<file path="src/rtl/ucd_pkg.sv">
`default_nettype none
package ucd_pkg;

   localparam int TIMER_WIDTH = 16;
   localparam int CFG_WIDTH   = 16;
   localparam int CSR_INDEX_WIDTH = 1;

   localparam logic [CFG_WIDTH-1:0] RESET_WAIT_DEFAULT = 16'd500;
   localparam logic [CFG_WIDTH-1:0] BOOT_WAIT_DEFAULT  = 16'd10000;

   typedef enum logic [2:0] {
      ST_INIT      = 3'd0,
      ST_RESUME    = 3'd1,
      ST_UNPLUGGED = 3'd2,
      ST_WAIT      = 3'd3,
      ST_HOST      = 3'd4,
      ST_ACA       = 3'd5,
      ST_WALL      = 3'd6
   } state_type;

   typedef enum logic [2:0] {
      FN_VBUS_HIGH = 3'd0,
      FN_VBUS_LOW  = 3'd1,
      FN_USB_RESET = 3'd2,
      FN_TICK      = 3'd3,
      FN_SUSPEND   = 3'd4,
      FN_RESUME    = 3'd5
   } func_type;

   typedef enum logic [1:0] {
      CHG_BATTERY = 2'd0,
      CHG_USB     = 2'd1,
      CHG_MAINS   = 2'd2
   } charger_kind_type;

   typedef enum logic [CSR_INDEX_WIDTH-1:0] {
      CSR_RESET_WAIT = 1'd0,
      CSR_BOOT_WAIT  = 1'd1
   } csr_index_type;

   typedef struct packed {
      logic [2:0] mode_state;
      logic [1:0] charger_type;
      logic       charger_update;
      logic       otg_host;
      logic       otg_update;
      logic       event_ignored;
   } rsp_payload_type;

   // Clamp a register value to the countdown range.
   function automatic logic [TIMER_WIDTH-1:0] timer_load(input logic [CFG_WIDTH-1:0] ticks);
      logic [32:0] value;
      logic [32:0] limit;
      value = 33'(ticks);
      limit = (33'd1 << TIMER_WIDTH) - 33'd1;
      if (value > limit) begin
         value = limit;
      end
      return value[TIMER_WIDTH-1:0];
   endfunction

endpackage
`default_nettype wire

</file>
<file path="src/rtl/ucd_channels.sv">
`default_nettype none
interface ucd_req_if;
   logic       valid;
   logic       ready;
   logic [2:0] func;
   logic       aca_detected;

   modport source (output valid, output func, output aca_detected, input ready);
   modport sink   (input valid, input func, input aca_detected, output ready);
endinterface

interface ucd_rsp_if;
   logic       valid;
   logic       ready;
   logic [2:0] mode_state;
   logic [1:0] charger_type;
   logic       charger_update;
   logic       otg_host;
   logic       otg_update;
   logic       event_ignored;

   modport source (output valid, output mode_state, output charger_type,
                   output charger_update, output otg_host, output otg_update,
                   output event_ignored, input ready);
   modport sink   (input valid, input mode_state, input charger_type,
                   input charger_update, input otg_host, input otg_update,
                   input event_ignored, output ready);
endinterface
`default_nettype wire

</file>
<file path="src/rtl/usb_charger_detect_fsm_top.sv">
// USB charger detection and OTG mode controller.
// Events arrive on the req_ch channel (valid/ready): func selects vbus high,
// vbus low, usb reset, 1 ms tick, suspend or resume, and aca_detected is
// sampled with every event. Each transfer on req_ch produces exactly one
// transfer on rsp_ch carrying the state after the event, the charger type,
// the OTG mode and the update and ignored flags.
// The result is registered (in the skid register while the receiver stalls).
// One event is taken per cycle while the receiver takes results; the state
// update is one combinational pass from the state registers to the result.
// The csr_ port writes the two wait-window lengths in ticks; write them only
// while no result is outstanding.
// Reset (synchronous, active high) returns the machine to init, stops the
// countdown, selects battery only and device mode, empties the result
// path and restores the default window lengths.
// When the receiver stalls, the result register holds and one further
// event is taken into a skid register; req_ch.ready then drops until the
// receiver takes a result.
`default_nettype none
module usb_charger_detect_fsm_top (
   input  wire logic                               clock,
   input  wire logic                               reset,
   ucd_req_if.sink                                 req_ch,
   ucd_rsp_if.source                               rsp_ch,
   input  wire logic                               csr_wr_en,
   input  wire logic [ucd_pkg::CSR_INDEX_WIDTH-1:0] csr_index,
   input  wire logic [ucd_pkg::CFG_WIDTH-1:0]       csr_wr_data
);
   import ucd_pkg::*;

   logic [CFG_WIDTH-1:0]   reset_wait_ff, reset_wait_in;
   logic [CFG_WIDTH-1:0]   boot_wait_ff, boot_wait_in;
   state_type              state_ff, state_in;
   logic [TIMER_WIDTH-1:0] count_ff, count_in;
   logic                   running_ff, running_in;
   charger_kind_type       charger_ff, charger_in;
   logic                   otg_host_ff, otg_host_in;

   rsp_payload_type        result;
   rsp_payload_type        out_ff, out_in;
   rsp_payload_type        skid_ff, skid_in;
   logic                   out_valid_ff, out_valid_in;
   logic                   skid_valid_ff, skid_valid_in;

   logic                   accept;
   logic                   out_take;
   logic                   chg_upd;
   logic                   otg_upd;
   logic                   ignored;
   logic                   timeout;

   assign req_ch.ready = !skid_valid_ff;
   assign accept       = req_ch.valid && !skid_valid_ff;
   assign out_take     = out_valid_ff && rsp_ch.ready;

   // Configuration registers.
   always_comb begin
      reset_wait_in = reset_wait_ff;
      boot_wait_in  = boot_wait_ff;
      if (csr_wr_en) begin
         case (csr_index_type'(csr_index))
            CSR_RESET_WAIT: reset_wait_in = csr_wr_data;
            CSR_BOOT_WAIT:  boot_wait_in  = csr_wr_data;
            default: ;
         endcase
      end
   end

   // Event processing for the accepted item.
   always_comb begin
      state_in    = state_ff;
      count_in    = count_ff;
      running_in  = running_ff;
      charger_in  = charger_ff;
      otg_host_in = otg_host_ff;
      chg_upd     = 1'b0;
      otg_upd     = 1'b0;
      ignored     = 1'b0;
      timeout     = 1'b0;

      case (func_type'(req_ch.func))
         FN_VBUS_HIGH: begin
            if (state_ff == ST_INIT || state_ff == ST_RESUME || state_ff == ST_UNPLUGGED) begin
               count_in   = (state_ff == ST_INIT) ? timer_load(boot_wait_ff)
                                                  : timer_load(reset_wait_ff);
               running_in = 1'b1;
               state_in   = ST_WAIT;
            end else begin
               ignored = 1'b1;
            end
         end
         FN_VBUS_LOW: begin
            if (state_ff == ST_UNPLUGGED) begin
               ignored = 1'b1;
            end else begin
               running_in = 1'b0;
               if (state_ff == ST_ACA) begin
                  otg_host_in = 1'b0;
                  otg_upd     = 1'b1;
               end
               state_in   = ST_UNPLUGGED;
               charger_in = CHG_BATTERY;
               chg_upd    = 1'b1;
            end
         end
         FN_USB_RESET: begin
            // Only the first reset inside a running window counts.
            if (state_ff == ST_WAIT && running_ff) begin
               running_in = 1'b0;
               state_in   = ST_HOST;
               charger_in = CHG_USB;
               chg_upd    = 1'b1;
            end
         end
         FN_TICK: begin
            if (running_ff) begin
               if (count_ff <= TIMER_WIDTH'(1)) begin
                  count_in   = '0;
                  running_in = 1'b0;
                  timeout    = 1'b1;
               end else begin
                  count_in = count_ff - TIMER_WIDTH'(1);
               end
            end
         end
         FN_SUSPEND: begin
            running_in = 1'b0;
         end
         FN_RESUME: begin
            state_in = ST_RESUME;
         end
         default: begin
            ignored = 1'b1;
         end
      endcase

      // An expired window only matters while still waiting for a reset.
      if (timeout) begin
         if (state_ff != ST_WAIT) begin
            ignored = 1'b1;
         end else begin
            if (req_ch.aca_detected) begin
               state_in    = ST_ACA;
               otg_host_in = 1'b1;
               otg_upd     = 1'b1;
            end else begin
               state_in = ST_WALL;
            end
            charger_in = CHG_MAINS;
            chg_upd    = 1'b1;
         end
      end

      result.mode_state     = state_in;
      result.charger_type   = charger_in;
      result.charger_update = chg_upd;
      result.otg_host       = otg_host_in;
      result.otg_update     = otg_upd;
      result.event_ignored  = ignored;
   end

   // Result register with one skid entry behind it.
   always_comb begin
      out_in        = out_ff;
      out_valid_in  = out_valid_ff;
      skid_in       = skid_ff;
      skid_valid_in = skid_valid_ff;
      if (!out_valid_ff || out_take) begin
         if (skid_valid_ff) begin
            out_in        = skid_ff;
            out_valid_in  = 1'b1;
            skid_valid_in = 1'b0;
         end else begin
            out_in       = result;
            out_valid_in = accept;
         end
      end else if (accept) begin
         skid_in       = result;
         skid_valid_in = 1'b1;
      end
   end

   always_ff @(posedge clock) begin
      if (reset) begin
         reset_wait_ff <= RESET_WAIT_DEFAULT;
         boot_wait_ff  <= BOOT_WAIT_DEFAULT;
         state_ff      <= ST_INIT;
         count_ff      <= '0;
         running_ff    <= 1'b0;
         charger_ff    <= CHG_BATTERY;
         otg_host_ff   <= 1'b0;
         out_valid_ff  <= 1'b0;
         skid_valid_ff <= 1'b0;
      end else begin
         reset_wait_ff <= reset_wait_in;
         boot_wait_ff  <= boot_wait_in;
         if (accept) begin
            state_ff    <= state_in;
            count_ff    <= count_in;
            running_ff  <= running_in;
            charger_ff  <= charger_in;
            otg_host_ff <= otg_host_in;
         end
         out_valid_ff  <= out_valid_in;
         skid_valid_ff <= skid_valid_in;
      end
   end

   always_ff @(posedge clock) begin
      out_ff  <= out_in;
      skid_ff <= skid_in;
   end

   assign rsp_ch.valid          = out_valid_ff;
   assign rsp_ch.mode_state     = out_ff.mode_state;
   assign rsp_ch.charger_type   = out_ff.charger_type;
   assign rsp_ch.charger_update = out_ff.charger_update;
   assign rsp_ch.otg_host       = out_ff.otg_host;
   assign rsp_ch.otg_update     = out_ff.otg_update;
   assign rsp_ch.event_ignored  = out_ff.event_ignored;

endmodule
`default_nettype wire

</file>
<file path="src/flat_wrapper.sv">
// flat-port wrapper written by rule: the top's interface ports become plain ports
module usb_charger_detect_fsm_top_flat import ucd_pkg::*;
  (clock, reset, csr_wr_en, csr_index, csr_wr_data, req_ch_valid, req_ch_func, req_ch_aca_detected, req_ch_ready, rsp_ch_valid, rsp_ch_mode_state, rsp_ch_charger_type, rsp_ch_charger_update, rsp_ch_otg_host, rsp_ch_otg_update, rsp_ch_event_ignored, rsp_ch_ready);
  ucd_req_if req_ch_i ();
  ucd_rsp_if rsp_ch_i ();
  input  wire logic clock;
  input  wire logic reset;
  input  wire logic csr_wr_en;
  input  wire logic [ucd_pkg::CSR_INDEX_WIDTH-1:0] csr_index;
  input  wire logic [ucd_pkg::CFG_WIDTH-1:0] csr_wr_data;
  input wire logic [$bits(req_ch_i.valid)-1:0] req_ch_valid;
  input wire logic [$bits(req_ch_i.func)-1:0] req_ch_func;
  input wire logic [$bits(req_ch_i.aca_detected)-1:0] req_ch_aca_detected;
  output wire logic [$bits(req_ch_i.ready)-1:0] req_ch_ready;
  output wire logic [$bits(rsp_ch_i.valid)-1:0] rsp_ch_valid;
  output wire logic [$bits(rsp_ch_i.mode_state)-1:0] rsp_ch_mode_state;
  output wire logic [$bits(rsp_ch_i.charger_type)-1:0] rsp_ch_charger_type;
  output wire logic [$bits(rsp_ch_i.charger_update)-1:0] rsp_ch_charger_update;
  output wire logic [$bits(rsp_ch_i.otg_host)-1:0] rsp_ch_otg_host;
  output wire logic [$bits(rsp_ch_i.otg_update)-1:0] rsp_ch_otg_update;
  output wire logic [$bits(rsp_ch_i.event_ignored)-1:0] rsp_ch_event_ignored;
  input wire logic [$bits(rsp_ch_i.ready)-1:0] rsp_ch_ready;
  assign req_ch_i.valid = req_ch_valid;
  assign req_ch_i.func = req_ch_func;
  assign req_ch_i.aca_detected = req_ch_aca_detected;
  assign req_ch_ready = req_ch_i.ready;
  assign rsp_ch_valid = rsp_ch_i.valid;
  assign rsp_ch_mode_state = rsp_ch_i.mode_state;
  assign rsp_ch_charger_type = rsp_ch_i.charger_type;
  assign rsp_ch_charger_update = rsp_ch_i.charger_update;
  assign rsp_ch_otg_host = rsp_ch_i.otg_host;
  assign rsp_ch_otg_update = rsp_ch_i.otg_update;
  assign rsp_ch_event_ignored = rsp_ch_i.event_ignored;
  assign rsp_ch_i.ready = rsp_ch_ready;
  usb_charger_detect_fsm_top u_core (.clock(clock), .reset(reset), .req_ch(req_ch_i), .rsp_ch(rsp_ch_i), .csr_wr_en(csr_wr_en), .csr_index(csr_index), .csr_wr_data(csr_wr_data));
endmodule
</file>
<file path="config.mk">
export PLATFORM = sky130hd
export DESIGN_NAME = usb_charger_detect_fsm_top_flat
export DESIGN_NICKNAME = d
export VERILOG_FILES = /design/src/rtl/ucd_pkg.sv /design/src/rtl/ucd_channels.sv /design/src/rtl/usb_charger_detect_fsm_top.sv /design/src/flat_wrapper.sv
export SDC_FILE = /design/constraint.sdc
export NUM_CORES = 1
export LEC_CHECK = 0
export BUFFER_PORTS_ARGS = -buffer_cell sky130_fd_sc_hd__buf_2
export CAP_MARGIN = 10
export CORE_MARGIN = 8
export CORE_UTILIZATION = 30
export CTS_BUF_LIST = sky130_fd_sc_hd__clkbuf_2 sky130_fd_sc_hd__clkbuf_4 sky130_fd_sc_hd__clkbuf_8
export CTS_CLUSTER_SIZE = 12
export DETAILED_ROUTE_END_ITERATION = 16
export GPL_TIMING_DRIVEN = 0
export SLEW_MARGIN = 15
export SYNTH_ARGS = -nofsm -noshare
export SYNTH_HDL_FRONTEND = slang
export SYNTH_SLANG_ARGS = --single-unit
</file>
<file path="constraint.sdc">
create_clock -name clock -period 4 [get_ports clock]
set_input_delay 0 -clock clock [delete_from_list [all_inputs] [get_ports clock]]
set_output_delay 0 -clock clock [all_outputs]
set_load 0.03 [all_outputs]
</file>
==> results of run 1 <==
-- registers in the layout (all words and copies together) (netlist names), 2 cells and up --
| signal | flops |
|---|---|
| u_core.boot_wait_ff | 16 |
| u_core.count_ff | 16 |
| u_core.reset_wait_ff | 16 |
| u_core.skid_ff | 9 |
| u_core.rsp_ch.mode_state | 3 |
| u_core.state_ff | 3 |
| u_core.charger_ff | 2 |
| u_core.rsp_ch.charger_type | 2 |
-- logic make-up after synthesis --
group | synth area share (%)
AOI/OAI and AO/OA | 18.9
adders and majority gates | 0.679
buffers and inverters | 4.24
DFF | 45.6
muxes | 2.10
and+or+nand+nor | 28.5
-- worst max-delay path, stage by stage, from the launching register on --
cell and delay [ns]:
dfxtp_1 0.38, or4_1 0.64, nor3_1 0.62, nand3_1 0.27, a31oi_2 0.30, a21oi_1 0.10
-- worst min path at each step --
stage                          startpoint                       to  slack (ns)
after floorplan            csr_wr_data[7]  u_core.reset_wait_ff[7]        0.12
after global placement     csr_wr_data[8]  u_core.reset_wait_ff[8]        0.22
after detailed placement  csr_wr_data[10]  u_core.boot_wait_ff[10]        0.23
after CTS                       csr_index  u_core.boot_wait_ff[15]        0.12
after global routing                reset       u_core.count_ff[9]        0.17
final                           csr_index  u_core.boot_wait_ff[15]        0.13
-- metrics by stage --
stage	power, W	instances	cell area (um^2)
after global routing	0.00190	671	4480
after global placement	0.00109	637	4050
after detailed placement	0.00109	637	4050
after floorplan	0.00101	455	3690
final	0.00183	671	4480
after CTS	0.00183	671	4480
-- report_power, final --
group          internal (W)  leakage [nW]  switching, W
Clock              0.000447         0.128      0.000287
Combinational     0.0000914         0.977      0.000174
Sequential         0.000809         0.649     0.0000167
-- cell usage in the layout, fill, tap and decap left out, types with 11 or more instances in the layout --
| cell type | instances |
|---|---|
| nand2_1 | 114 |
| a21oi_1 | 62 |
| dfxtp_1 | 57 |
| buf_2 | 37 |
| clkbuf_1 | 28 |
| nor2_1 | 25 |
| nand3b_1 | 19 |
| dlygate4sd3_1 | 18 |
| edfxtp_1 | 18 |
| o21ai_0 | 11 |
-- cell type report --
class                           count  area share (%)
Buffer                             31            2.65
Clock buffer                       12            3.41
Clock inverter                      4            2.21
Inverter                           10           0.838
Multi-Input combinational cell    339            41.3
Sequential cell                    75            37.6
Tap cell                          147            4.11
Timing Repair Buffer               53            7.94
-- metal layers --
layer / track usage, % / vias to the layer above / routed length, um / part of all wire, %
met5: 0 / - / 0 / 0
met4: 5.53 / 0 / 238 / 2.3
met3: 3.77 / 23 / 692 / 6.7
met2: 20.8 / 130 / 4670 / 45
met1: 16.0 / 1623 / 4670 / 45
li1: - / 1734 / - / -
==> results.md, run 1 <==
- Synth Register Bits: 75
- Diode count: 0
- Clock tree buffer depth: 2
- Final worst slack: 1.43 ns
- Avg Inst Size Synth: roughly 8.1 um^2
- IO Pins: 37
- Achievable Freq: between 300 and 400 MHz
- RSZ-0062 raised after global routing: no
- Number of nets in the synthesized netlist: just under 500
- Min Tclk post-route: 2.57 ns
- Count of input and output buffers: 35
- Cts bufs inserted: 9
- Core Footprint: ~12000 um^2
- Worst-case hold slack: ~0.13 ns
- Fraction of synthesis flops using an asynchronous set or reset pin: 0%
- Capture point of the critical path: u_core.rsp_ch.mode_state[0]
- Fill cell count: about 1300
- Layout cell share with drive strength beyond 1: between 10% and 20%
- Setup slack of the most critical reg-to-reg path: about 1.4 ns
- Number of global-route vias before repair: 3448
- Status: finished clean
- Final WL: ~10 mm
- Classification of the worst setup path: flip-flop to flip-flop
- Yosys Warn Count: 0
- Clock Tree Root: clkbuf_8
- Via count: around 3500
- Max-cap violation count: 0
- Drt first-iter violations: approximately 230
- Tot GR Track Use: between 10% and 20%
- Post-detail-place hpwl: 7.37 mm
- Area of the mapped netlist: 3690 um^2
- Total power density per cell area: about 410 nW/um^2
- Clock tree sinks: 75
- Clock slew seen by the registers of the worst setup and hold paths: about 0.080 ns
- Area Growth Syn to Fin: 21.4%
- Initial antenna violation count: 0
- WP data required: 4.11 ns
- Final setup fails: 0
- Signal arrival time at the worst endpoint: ~2.7 ns
- Number of synthesized flops with an enable pin: 18
- Cell depth of the worst hold path: 4
- Startpoint of the worst-slack reg-to-reg timing path: u_core.count_ff[4]
- Biggest area contributors in the synthesized netlist: dfxtp_1 31%, edfxtp_1 15%, nand2_1 12%, a21oi_1 8.4%, nand3b_1 3.9%
- CP startpoint: u_core.count_ff[4]
- Max Clock Skew: around 0.015 ns
- Clock network latency to the later pin of the worst-skew pair: around 0.35 ns
- Sum of overflow across all layers after global routing: 0
- Static leakage: roughly 1.8 nW
- Transition at the pin with the smallest max-transition slack: around 1.0 ns
- Sequential area share after synthesis: roughly 46%
- Maximum ir drop on the vdd rail: around 250 uV
- Remaining antenna violation count: 0
- Path type of the worst min-delay path: input port to flip-flop
- Hold buffers post-CTS: 18
- Critical path peak fanout: 8
- Post-placement worst setup slack: 1.49 ns
- Resized Gates After CTS: 0
- Ys flop type: dfxtp_1
- Number of buffers inserted by post-CTS setup repair: 0
- Total count of hold-check failures in the final report: 0
- Largest net degree at the start of global routing: 14
- Utilization after layout: between 30% and 40%
- Core Rows: 40
- Area of the multi-input gates: between 1500 and 2000 um^2
- Placer congestion estimate: 0.868
- Setup crit start kind: flip-flop
- Slew headroom: between 30% and 40%
- Residual DRC: 0
- First-pass iteration count of the detailed router: 5
- Post-Synthesis Cells: about 460
- R2R depth: 5
- Fin. max-slew vios: 0
- Critical Path End Type: flip-flop
- Crit share post-route: 64.2%
- CTS tree: yes
- H-tree levels: 3
- Area leader, netlist: dfxtp_1
- Initial standard-cell utilization of the core: between 30% and 40%
- Area occupied by registers: between 1500 and 2000 um^2
- Synth cell count leaders: 114 x nand2_1, 62 x a21oi_1, 57 x dfxtp_1
- Die outline area: 16100 um^2
- First-pass GRT wire length: about 17 mm
- Share of the synthesized area in the top cell type: a little under a third
- Die X: roughly 130 um
- Number of distinct library cells after synthesis: 53
- Routed length per instance: around 15 um
- Most frequent cell after synthesis: nand2_1
- DIE HEIGHT: roughly 130 um
- Total Nets Final: 547
- Setup TNS after final layout: 0 ns
- Vias per cell: 5.23
- Worst r2r dst: u_core.rsp_ch.mode_state[0]
Power figures use the tool's default switching activity.
==> run 2: changes to the inputs <==
==> constraint.sdc (replaced) <==
create_clock -name clock -period 2.3 [get_ports clock]
set_input_delay 0 -clock clock [delete_from_list [all_inputs] [get_ports clock]]
set_output_delay 0 -clock clock [all_outputs]
set_load 0.03 [all_outputs]
==> run 2 against run 1 <==
  * Clock power up 74%
  * Fmax up 15%
  * Combinational power up 84%
  * Flip-flop and latch count unchanged
  * Largest cell class unchanged
  * Highest routed layer unchanged
==> results.md, run 2 (synthesis gave the netlist of run 1 again) <==
- Slew headroom: 34.8% (+2.4 points)
- Critical Path End Type: flip-flop
- Area Growth Syn to Fin: 23.9%
- Setup TNS after final layout: 0 ns (unchanged)
- Post-placement worst setup slack: -0.213 ns (-1.70 ns)
- Count of input and output buffers: 35 (unchanged)
- Crit share post-route: 97.0% (+33 points)
- Number of global-route vias before repair: 3455 (+0.20%)
- Path type of the worst min-delay path: input port to flip-flop
- Static leakage: 1.78 nW (+1.4%)
- Initial antenna violation count: 0 (unchanged)
- Die outline area: 16100 um^2 (unchanged)
- Clock slew seen by the registers of the worst setup and hold paths: 0.08 ns (about the same)
- Transition at the pin with the smallest max-transition slack: 0.976 ns (-0.0361 ns)
- IO Pins: 37 (unchanged)
- Achievable Freq: 448 MHz (+15%)
- Placer congestion estimate: 0.868 (unchanged)
- Final WL: 10.3 mm (+0.13%)
- Commonest non-fill, non-tap cells in the layout: 114 x nand2_1, 61 x a21oi_1, 56 x dfxtp_1
- Initial standard-cell utilization of the core: 30.7% (unchanged)
- Fin. max-slew vios: 0 (unchanged)
- Setup crit start kind: flip-flop
- Final setup fails: 0 (unchanged)
- Residual DRC: 0 (unchanged)
- Drt first-iter violations: 221 (-5.6%)
- Core Rows: 40 (unchanged)
- Clock tree buffer depth: 2 (unchanged)
- Remaining antenna violation count: 0 (unchanged)
- Routed length per instance: 15.3 um (-0.17%)
- Via count: 3526 (+0.46%)
- Cts bufs inserted: 9 (unchanged)
- Core Footprint: 12000 um^2 (unchanged)
- Maximum ir drop on the vdd rail: 426 uV (+73%)
- WP data required: 2.38 ns (-1.73 ns)
- Status: finished clean
- Regs by FF count: u_core.boot_wait_ff (16), u_core.count_ff (16), u_core.reset_wait_ff (16)
- Total count of hold-check failures in the final report: 0 (unchanged)
- Vias per cell: 5.24 (+0.16%)
- Final worst slack: 0.0701 ns (-1.36 ns)
- Signal arrival time at the worst endpoint: 2.31 ns (-0.37 ns)
- Total Nets Final: 549 (+0.37%)
- Largest net degree at the start of global routing: 14 (unchanged)
- Max Clock Skew: 0.0129 ns (-0.00164 ns)
- Clock tree sinks: 75 (unchanged)
- Clock Tree Root: clkbuf_8
- Classification of the worst setup path: flip-flop to flip-flop
- Diode count: 0 (unchanged)
- Tot GR Track Use: 13.1% (+0.053 points)
- Total power density per cell area: 701 nW/um^2 (+72%)
- H-tree levels: 3 (unchanged)
- Max-cap violation count: 0 (unchanged)
- First-pass iteration count of the detailed router: 5 (unchanged)
- Post-detail-place hpwl: 7.37 mm (unchanged)
- Clock network latency to the later pin of the worst-skew pair: 0.36 ns (about the same)
- First-pass GRT wire length: 17.0 mm (+0.28%)
- Layout cell share with drive strength beyond 1: 16.3% (+3.0 points)
- Critical path peak fanout: 8 (unchanged)
- CTS tree: yes
- Min Tclk post-route: 2.23 ns (-0.340 ns)
- Most common cell after layout, fill and taps aside: nand2_1
- DIE HEIGHT: 127 um (unchanged)
- Die X: 127 um (unchanged)
- Sum of overflow across all layers after global routing: 0 (unchanged)
-- run 2: path summary, 6_finish.rpt --
path	start	to	slack, ns	depth (start not counted)
setup / recovery	u_core.count_ff[4]	u_core.rsp_ch.mode_state[1]	0.07	5
hold / removal	csr_index	u_core.boot_wait_ff[15]	0.13	4
setup reg to reg	u_core.count_ff[4]	u_core.rsp_ch.mode_state[1]	0.07	5
hold reg to reg	u_core.boot_wait_ff[15]	u_core.boot_wait_ff[15]	0.46	2
-- run 2: worst max-delay path, stage by stage, from the launching register on --
cell and delay, ns:
dfxtp_1 0.38, or4_1 0.69, nor2_2 0.35, and4_4 0.31, or3_2 0.15, o21ai_0 0.08
-- run 2: power breakdown --
part	internal (W)	switching, W	leakage, nW
Combinational	0.000174	0.000313	1.00
Clock	0.000777	0.000501	0.128
Sequential	0.00141	0.0000288	0.649
-- run 2: repair_timing --
item / CTS / global route
setup endpoints to repair: 28 / 17
pin swaps: 1 / 1
hold endpoints to repair: 35 / 0
gates cloned: 0 / 0
hold buffers: 18 / 0
setup buffers: 2 / 0
resized for setup: 5 / 15
-- run 2: stage by stage --
step,hold WS (ns),util (%),cell area [um^2],total power [W],std cells
floorplan,0.121,-,3690,0.00176,455
global placement,0.224,33.7,4050,0.00190,637
detailed placement,0.229,33.7,4050,0.00190,637
CTS,0.124,37.6,4510,0.00320,673
global route,0.169,38.0,4570,0.00333,673
finish,0.132,38.0,4570,0.00320,673
-- run 2: layout make-up --
class | count | area [um^2]
multi-input cells | 339 | 1920
clock inverters | 4 | 98.8
clock buffers | 12 | 153
repair buffers | 55 | 374
well taps | 147 | 184
plain buffers | 31 | 120
fillers | 1270 | 7440
inverters | 10 | 37.5
flip-flops and latches | 75 | 1680
-- run 2: per-layer routing --
layer	track usage, %	part of all wire [%]	vias up
met5	0	0	-
met4	5.53	2.5	0
met3	3.77	6.5	27
met2	20.9	45	130
met1	16.1	46	1628
li1	-	-	1741
==> run 3: changes to the inputs <==
--- a/config.mk
+++ b/config.mk
@@ -7,7 +7,7 @@
 export LEC_CHECK = 0
 export BUFFER_PORTS_ARGS = -buffer_cell sky130_fd_sc_hd__buf_2
 export CAP_MARGIN = 10
-export CORE_MARGIN = 8
+export CORE_MARGIN = 2
 export CORE_UTILIZATION = 30
 export CTS_BUF_LIST = sky130_fd_sc_hd__clkbuf_2 sky130_fd_sc_hd__clkbuf_4 sky130_fd_sc_hd__clkbuf_8
 export CTS_CLUSTER_SIZE = 12
==> constraint.sdc (replaced) <==
create_clock -name clock -period 2.4 [get_ports clock]
set_input_delay 0 -clock clock [delete_from_list [all_inputs] [get_ports clock]]
set_output_delay 0 -clock clock [all_outputs]
set_load 0.03 [all_outputs]
==> run 3 against run 2 <==
  * Die area is 18% lower
  * Sequential share of layout area increased by 0.44 points
  * Clock skew down 0.0028 ns
  * Clock power down 14%
  * Critical path type unchanged
  * Largest power group unchanged
==> results.md, run 3 (synthesis gave the netlist of run 1 again) <==
- Status: finished clean
- Largest net degree at the start of global routing: 14 (unchanged)
- Max-cap violation count: 0 (unchanged)
- Critical Path End Type: flip-flop
- Commonest non-fill, non-tap cells in the layout: 114 x nand2_1, 62 x a21oi_1, 57 x dfxtp_1
- Final WL: 10.4 mm (+1.2%)
- Final worst slack: 0.112 ns (+0.0421 ns)
- Crit share post-route: 95.3% (-1.6 points)
- Clock tree buffer depth: 2 (unchanged)
- Number of cells in the design after placement: 637 (unchanged)
- Total power density per cell area: 653 nW/um^2 (-6.8%)
- Fin. max-slew vios: 0 (unchanged)
- Min Tclk post-route: 2.29 ns (+0.0579 ns)
- Area Growth Syn to Fin: 22.4%
- Achievable Freq: 437 MHz (-2.5%)
- Core Rows: 40 (unchanged)
- Launch point of the worst hold path: csr_index
- Tot GR Track Use: 16.2% (+3.2 points)
- R2R depth: 5 (unchanged)
- Setup crit start kind: flip-flop
- Transition at the pin with the smallest max-transition slack: 0.997 ns (+0.0209 ns)
- Initial standard-cell utilization of the core: 30.7% (unchanged)
- Layout cell share with drive strength beyond 1: 15.2% (-1.2 points)
- Clock Tree Root: clkbuf_8
- Regs by FF count: u_core.boot_wait_ff (16), u_core.count_ff (16), u_core.reset_wait_ff (16)
- Placer congestion estimate: 0.873 (+0.62%)
- Final setup fails: 0 (unchanged)
- Remaining antenna violation count: 0 (unchanged)
- Final instance area: 4510 um^2 (-1.3%)
- WP data required: 2.48 ns (+0.10 ns)
- Final std cells w/o fill: 675 (+0.30%)
- Cts bufs inserted: 9 (unchanged)
- Clock tree sinks: 75 (unchanged)
- Slew headroom: 33.4% (-1.4 points)
- CTS tree: yes
- Classification of the worst setup path: flip-flop to flip-flop
- Core Footprint: 12000 um^2 (unchanged)
- Most common cell after layout, fill and taps aside: nand2_1
- Path type of the worst min-delay path: input port to flip-flop
- IO Pins: 37 (unchanged)
- Post-detail-place hpwl: 7.30 mm (-0.89%)
- First-pass iteration count of the detailed router: 5 (unchanged)
- Vias per cell: 5.26 (+0.41%)
- Area after DPL: 4050 um^2 (unchanged)
- Total count of hold-check failures in the final report: 0 (unchanged)
- Static leakage: 1.77 nW (-0.71%)
- Setup slack of the most critical reg-to-reg path: 0.11 ns (+0.04 ns)
- Max Clock Skew: 0.0101 ns (-0.00283 ns)
- Worst r2r dst: u_core.rsp_ch.charger_type[0]
- Drt first-iter violations: 200 (-9.5%)
- Count of input and output buffers: 35 (unchanged)
- Worst-case hold slack: 0.136 ns (+0.00368 ns)
- Startpoint of the worst-slack reg-to-reg timing path: u_core.count_ff[4]
- Post-placement worst setup slack: -0.144 ns (+0.0691 ns)
- Total Nets Final: 551 (+0.36%)
- Maximum ir drop on the vdd rail: 391 uV (-8.1%)
- Die outline area: 13200 um^2 (-18%)
- H-tree levels: 3 (unchanged)
- Clock network latency to the later pin of the worst-skew pair: 0.35 ns (about the same)
- DIE HEIGHT: 115 um (-9.5%)
- Residual DRC: 0 (unchanged)
- Number of global-route vias before repair: 3363 (-2.7%)
- Signal arrival time at the worst endpoint: 2.36 ns (+0.05 ns)
- Initial antenna violation count: 0 (unchanged)
- Fill cell count: 1229 (-3.2%)
- End point of the most critical hold path: u_core.boot_wait_ff[12]
- Diode count: 0 (unchanged)
- Via count: 3551 (+0.71%)
- Cell depth of the worst hold path: 4 (unchanged)
- Sum of overflow across all layers after global routing: 0 (unchanged)
- Die X: 115 um (-9.5%)
- RSZ-0062 raised after global routing: no
- Clock slew seen by the registers of the worst setup and hold paths: 0.08 ns (about the same)
- Routed length per instance: 15.4 um (+0.87%)
- Critical path peak fanout: 8 (unchanged)
- First-pass GRT wire length: 16.9 mm (-0.85%)
[run 3: cell count changes in the layout (fill, tap and decap cells not counted), sizes merged]
cell    change
inv         +1
buf         +2
bufinv      -1
[run 3: area by class of cell]
cell class	instances	area (um^2)	area share, %
multi-input combinational	339	1880	41.7
timing repair buffer	57	385	8.54
sequential	75	1680	37.3
tap	147	184	4.08
inverter	10	37.5	0.832
clock buffer	12	146	3.24
buffer	31	119	2.63
clock inverter	4	75.1	1.66
[run 3: worst max-delay path by stage]
stage,start,to,slack [ns],depth (start not counted)
2_1_floorplan,u_core.count_ff[11],u_core.rsp_ch.mode_state[0],0.25,6
3_3_place_gp,u_core.count_ff[4],u_core.rsp_ch.mode_state[0],-0.15,5
3_5_place_dp,u_core.count_ff[4],u_core.rsp_ch.mode_state[0],-0.14,5
4_1_cts,u_core.skid_valid_ff,u_core.count_ff[13],0.05,8
5_1_grt,u_core.state_ff[0],u_core.count_ff[15],0.01,7
6_report,u_core.count_ff[4],u_core.rsp_ch.charger_type[0],0.11,5
[run 3: what timing repair did]
item                                    CTS  global route
pin swaps                                 1             0
hold endpoints to repair                 35             0
gates resized for setup                   3             5
buffers inserted                          4             0
hold buffers                             18             0
endpoints found under the setup margin    9            24
[run 3: where the power goes]
group          leakage [nW]  switching (W)  internal, W
Clock                 0.115       0.000478     0.000624
Sequential            0.649      0.0000276      0.00135
Combinational          1.00       0.000301     0.000166
[run 3: routing by layer]
layer | wire length [um] | vias up | global-route usage [%]
met4 | 100 | 0 | 4.18
li1 | - | 1747 | -
met2 | 4840 | 117 | 27.4
met1 | 4890 | 1678 | 21.5
met3 | 577 | 9 | 3.06
met5 | 0 | - | 0
[run 3: critical path, stage by stage (launching register included)]
cell and delay, ns:
dfxtp_1 0.39, or4_1 0.70, nor3_4 0.36, nand3_1 0.20, o221ai_1 0.22, o21ai_0 0.15
[run 3: through the flow]
step | power [W] | utilization (%) | TNS, ns
after global placement | 0.00182 | 33.7 | -0.467
after global routing | 0.00306 | 37.6 | 0
after detailed placement | 0.00182 | 33.7 | -0.485
final | 0.00294 | 37.6 | 0
after CTS | 0.00295 | 37.4 | 0
after floorplan | 0.00169 | - | 0
